--- config.mk ---
export PLATFORM = sky130hd
export DESIGN_NAME = wg_phase
export DESIGN_NICKNAME = d
export VERILOG_FILES = /design/src/design/wg_pkg.sv /design/src/design/wg_phase.sv
export SDC_FILE = /design/constraint.sdc
export NUM_CORES = 1
export LEC_CHECK = 0
export ABC_AREA = 1
export BUFFER_PORTS_ARGS = -buffer_cell sky130_fd_sc_hd__buf_2
export CAP_MARGIN = 20
export CELL_PAD_IN_SITES_DETAIL_PLACEMENT = 2
export CELL_PAD_IN_SITES_GLOBAL_PLACEMENT = 2
export CORE_MARGIN = 1.5
export CORE_UTILIZATION = 37
export CTS_CLUSTER_SIZE = 28
export DETAILED_ROUTE_END_ITERATION = 10
export PLACE_DENSITY = 0.87
export REMOVE_ABC_BUFFERS = 1
export SKIP_CTS_REPAIR_TIMING = 1
export SLEW_MARGIN = 5
export SYNTH_ARGS = -nofsm -noshare
export SYNTH_HDL_FRONTEND = slang
export SYNTH_SLANG_ARGS = --single-unit
--- constraint.sdc ---
create_clock -name clk_i -period 4.3 [get_ports clk_i]
set_clock_uncertainty 0.2 [all_clocks]
set_input_delay 0.215 -clock clk_i [delete_from_list [all_inputs] [get_ports clk_i]]
set_output_delay 0.215 -clock clk_i [all_outputs]
set_load 0.01 [all_outputs]
--- src/design/wg_pkg.sv ---
// shared types and constants of the waveform generator
package wg_pkg;

  localparam int unsigned TIME_W  = 48;
  localparam int unsigned INDEX_W = 32;
  localparam int unsigned VALUE_W = 32;
  localparam int unsigned CFG_IDX_W = 3;
  localparam logic [63:0] HALF_PI_Q30 = 64'd1686629713;
  localparam logic [16:0] DUTY_RESET = 17'd6554;

  typedef enum logic [2:0] {
    MODE_CONST   = 3'd0,
    MODE_SINE    = 3'd1,
    MODE_TRI     = 3'd2,
    MODE_SQUARE  = 3'd3,
    MODE_RAMP    = 3'd4,
    MODE_COUNTER = 3'd5,
    MODE_PULSE   = 3'd6
  } wave_mode_e;

  typedef enum logic [CFG_IDX_W-1:0] {
    REG_MODE       = 3'd0,
    REG_FREQ       = 3'd1,
    REG_AMPLITUDE  = 3'd2,
    REG_OFFSET     = 3'd3,
    REG_PHASE      = 3'd4,
    REG_DUTY       = 3'd5,
    REG_PULSE_LOW  = 3'd6,
    REG_PULSE_HIGH = 3'd7
  } cfg_reg_e;

  typedef struct packed {
    logic [2:0]         wave_mode;
    logic [31:0]        frequency_hz;
    logic signed [31:0] amplitude_level;
    logic signed [31:0] offset_level;
    logic [15:0]        phase_fraction;
    logic [16:0]        pulse_duty;
    logic signed [31:0] pulse_low_level;
    logic signed [31:0] pulse_high_level;
  } cfg_t;

endpackage

--- src/design/wg_phase.sv ---
// cycle phase: fractional part of time times frequency, plus phase offset
module wg_phase #(
  parameter int unsigned FRACTION_BITS = 16
) (
  input  logic                        clk_i,
  input  logic                        rst_ni,
  input  logic                        en_i,
  input  logic                        valid_i,
  input  logic [wg_pkg::TIME_W-1:0]   time_i,
  input  logic [wg_pkg::INDEX_W-1:0]  index_i,
  input  logic [31:0]                 rem_i,
  input  wg_pkg::cfg_t                cfg_i,
  output logic                        valid_o,
  output logic [31:0]                 phase_o,
  output logic [wg_pkg::INDEX_W-1:0]  index_o,
  output logic [31:0]                 rem_o
);
  import wg_pkg::*;

  logic [63:0]        lo_prod_q;
  logic [47:0]        hi_prod_q;
  logic [INDEX_W-1:0] index1_q, index2_q;
  logic [31:0]        rem1_q, rem2_q;
  logic               valid1_q, valid2_q;
  logic [63:0]        prod_sum;
  logic [31:0]        frac_p;
  logic [31:0]        phase_d, phase_q;

  assign prod_sum = lo_prod_q + {hi_prod_q[31:0], 32'd0};

  if (2 * FRACTION_BITS >= 32) begin : g_wide
    assign frac_p = prod_sum[2*FRACTION_BITS-1 -: 32];
  end else begin : g_narrow
    assign frac_p = {prod_sum[2*FRACTION_BITS-1:0], (32 - 2*FRACTION_BITS)'(0)};
  end

  assign phase_d = frac_p + {cfg_i.phase_fraction, 16'd0};

  always_ff @(posedge clk_i or negedge rst_ni) begin
    if (!rst_ni) begin
      valid1_q <= 1'b0;
      valid2_q <= 1'b0;
    end else if (en_i) begin
      valid1_q <= valid_i;
      valid2_q <= valid1_q;
    end
  end

  always_ff @(posedge clk_i) begin
    if (en_i) begin
      lo_prod_q <= time_i[31:0] * cfg_i.frequency_hz;
      hi_prod_q <= time_i[TIME_W-1:32] * cfg_i.frequency_hz;
      index1_q  <= index_i;
      rem1_q    <= rem_i;
      phase_q   <= phase_d;
      index2_q  <= index1_q;
      rem2_q    <= rem1_q;
    end
  end

  assign valid_o = valid2_q;
  assign phase_o = phase_q;
  assign index_o = index2_q;
  assign rem_o   = rem2_q;

endmodule

Word level (Yosys, flattened, before mapping):

Index checks and enable logic that the tools add are counted.
Widths: inputs -> output; s select.

* register bits: 194
* input port bits: 312
* logic and storage cells: 11

* add/sub/neg operators: 2
* $mul: 1

Operators with widths (number)
* $add 32x1->32 const B: 1
* $add 32x32->32: 1
* $mul 32x32->32: 1

Depth between registers and ports, before layout:

* depth in word-level cells: 2
* gate-level depth with buffers: 37
* depth with buffers taken out: 35

Worst setup path after synthesis:

OpenSTA, ideal clock, no wires.

* path kind: input port to flip-flop
* start: input cfg_i[163] (netlist name)
* end: register lo_prod_q[31], data pin
* arrival time: 6127 ps
* required time: 3848 ps
* path slack: -2280 ps
* cell stages on the path: 24
* path buffers: 2
* cell sequence: clkbuf_1 -> clkbuf_1 -> nand2_1 -> fa_1 -> fa_1 -> inv_1 -> fa_1 -> inv_1 -> fa_1 -> inv_1 -> fa_1 -> inv_1 -> fa_1 -> fa_1 -> fa_1 -> inv_1 -> ha_1 -> a21oi_1 -> o21ai_0 -> a221o_1 -> a21oi_1 -> inv_1 -> nand2_1 -> nand2_1

* longest elaborated chain between the ends: 1

Ends and longest elaborated chain
* from (decl): RTL line wg_phase.sv:12 `input wg_pkg::cfg_t cfg_i,`
* $mul 32x32->32: RTL line wg_phase.sv:51 `lo_prod_q <= time_i[31:0] * cfg_i.frequency_hz;`
* to (signal assigned): RTL line wg_phase.sv:51
* to (decl): RTL line wg_phase.sv:20 `logic [63:0] lo_prod_q;`

Every way passes these cells.
A chain may end at the register's enable or synchronous reset.

Worst setup path after layout:

* start: input time_i[24] (netlist name)
* end: register lo_prod_q[30], data pin

* longest elaborated chain between the ends: 1

Ends and longest elaborated chain
* from (decl): RTL line wg_phase.sv:9 `input logic [wg_pkg::TIME_W-1:0] time_i,`
* $mul 32x32->32: RTL line wg_phase.sv:51

Every way passes these cells.

==> impl_metrics.tcl <==
set metrics [dict create \
    synth_seq_cells 194 \
    drive_above_1_share 0.2877 \
    path_class "input port to flop" \
    vias_per_cell 5.699 \
    synth_top_area_cell "fa_1" \
    worstMarginPinSlew_ps 1045 \
    critical_path_required_ps 4370 \
    hold_start "cfg_i[96]" \
    relSlewSlack 0.3033 \
    grt_start_max_net_pins 120 \
    h-tree-depth 4 \
    drc_errors 0 \
    post-place-ws_ps -3323 \
    period_needed_ps 7842 \
    violations "negative setup slack" \
    area.growth.synth_to_final_pct 31.98 \
    synth_top_area_frac 0.3508 \
    core_area_sq_mm 0.06205 \
    rsz0062_at_grt "yes" \
    clk_path_buf_depth 2 \
    cp-end-kind "flop" \
    cp.arrival_ps 7920 \
    cts_buffers 17 \
    syn_inst 2592 \
    mostFrequentLayoutCell "inv_1" \
    routabilityCongestion 0.8588 \
    hold_class "input port to flop" \
    die_width_microns 254.2 \
    finalHoldViolations 0 \
    io_pins 409 \
    drv_slew 0 \
    wl_per_cell_microns 38.32 \
    final_cell_mix "inv_1 (695), nand2_1 (664), fa_1 (338)" \
    grt_pass1_wl_microns 160100 \
    root_buffer "clkbuf_16" \
    chipHeight_microns 254.2 \
    status "finished, violations left" \
    cts_tree "yes" \
    cap_violations 0 \
    path_common_cell "fa_1" \
    crit_slowest_cell "fa_1" \
    cp_max_fo 4 \
    first_pass_iters 5 \
    synth_area_sq_mm 0.02334 \
    dp_hpwl_microns 92180 \
    grt_pass1_vias 24206 \
    setup-violations-final 25 \
    r2r_slack_ps 850 \
    final_util 0.4964 \
    ys_warn_count 0 \
    rows 91 \
    crit_path_max_incr_delay_ps 880 \
    initial_core_util 0.3761 \
    crit_path_start_kind "input port" \
    setup_slack_ps -3542 \
    fmax_mhz 127.5 \
    min_to "phase_o[31]" \
    timing.setup.tns_ps -56990 \
    ff2ff_path_depth 13 \
    finalNetCount 3971 \
    placed_area_sq_mm 0.02717 \
    synth_area_leaders "fa_1 (35%), edfxtp_1 (25%), inv_1 (12%)" \
    rr_startpoint "lo_prod_q[16]" \
    clkSinkCount 194 \
    clk_latency_ps 460 \
    first_iter_violations 2252 \
    syn_area_per_cell_sq_um 9.005 \
    r2r_end "phase_o[28]" \
    yosysUniqueCellTypes 38 \
    holdPathStages 3 \
    drt-total-wl_microns 152000 \
    track_usage 0.3495 \
    antenna_found_initial 14 \
    ant_nets 0 \
    clkSlewWorstSetupHoldPaths_ps 100 \
    dieArea_sq_mm 0.06460 \
    via_count 22607 \
    gr-total-overflow 0 \
    yosysSeqAreaShare 0.2492 \
    fin_area_sq_mm 0.03080 \
    io_buffers 244 \
    period_share 1.824 \
]
==> layout make-up <==
class,count,area (sq um)
diodes,5,12.51
clock buffers,17,425.4
clock inverters,15,192.7
fillers,6543,31250
inverters,778,2949
multi-input cells,1516,15570
flip-flops and latches,194,5816
well taps,837,1047
repair buffers,605,4796
==> layer usage <==
metal	share of wire	routed length, microns	up-vias	global-route usage
met5	0.0016	239	-	0
met2	0.45	68770	1766	0.6189
met1	0.31	47590	11402	0.3544
met3	0.12	17630	937	0.09492
li1	-	-	8480	-
met4	0.12	17780	22	0.2536
==> cells in the mapped netlist (all sizes together) <==
library cell,instances
inv,778
nand2,720
fa,409
edfxtp,192
ha,138
clkbuf,77
a21oi,50
nand3,49
nor2,36
xor2,35
buf,27
o21ai,25
xnor2,18
a21o,8
nand3b,8
nand4,5
nor3,5
dfrtp,2
o31ai,2
a211oi,1
a221o,1
a31oi,1
nor4,1
o211ai,1
o21a,1
o21bai,1
or2,1
==> metrics by stage <==
| stage | hold slack (ps) | cells |
|---|---|---|
| 3_3_place_gp | -201.2 | 3819 |
| 5_1_grt | 105.3 | 3962 |
| 6_report | 95.06 | 3967 |
| 2_1_floorplan | -280.6 | 2488 |
| 4_1_cts | -668.6 | 3851 |
| 3_5_place_dp | -196.6 | 3819 |
==> flip-flops by register name, indices dropped and copies added (netlist names) <==
signal	cells
phase_o	32
rem_o	32
index_o	32
rem1_q	32
lo_prod_q	32
valid_o	1
index1_q	32
valid1_q	1
==> worst max-delay path: cells and delay by family <==
kind	cells	cell delay, ps
fa+ha+maj	9	5210
buf+inv	9	1320
xor+xnor	1	250
compound gates	1	150
simple gates	5	710
==> cells by family after synthesis <==
kind of cell / count (synthesis) / synth area share
adder cells (fa/ha/maj): 547 / 0.4248
buffers and inverters: 882 / 0.1440
AND/OR/NAND/NOR: 825 / 0.1406
flip-flops: 194 / 0.2492
AO/OA/AOI/OAI: 91 / 0.02128
XOR/XNOR: 53 / 0.02021
==> how the worst max path moves through the flow <==
stage	from	endpoint	slack, ps	cells after the start
final	time_i[24]	lo_prod_q[30]	-3540	25
after global routing	time_i[24]	lo_prod_q[30]	-3330	25
after CTS	time_i[15]	lo_prod_q[31]	-2800	23
after detailed placement	cfg_i[164]	lo_prod_q[31]	-3320	22
after global placement	cfg_i[164]	lo_prod_q[31]	-2480	23
after floorplan	cfg_i[169]	lo_prod_q[31]	-1810	24
Power is not shown: default switching activity piles up to over one toggle a cycle in this logic, so the estimate is an artifact.
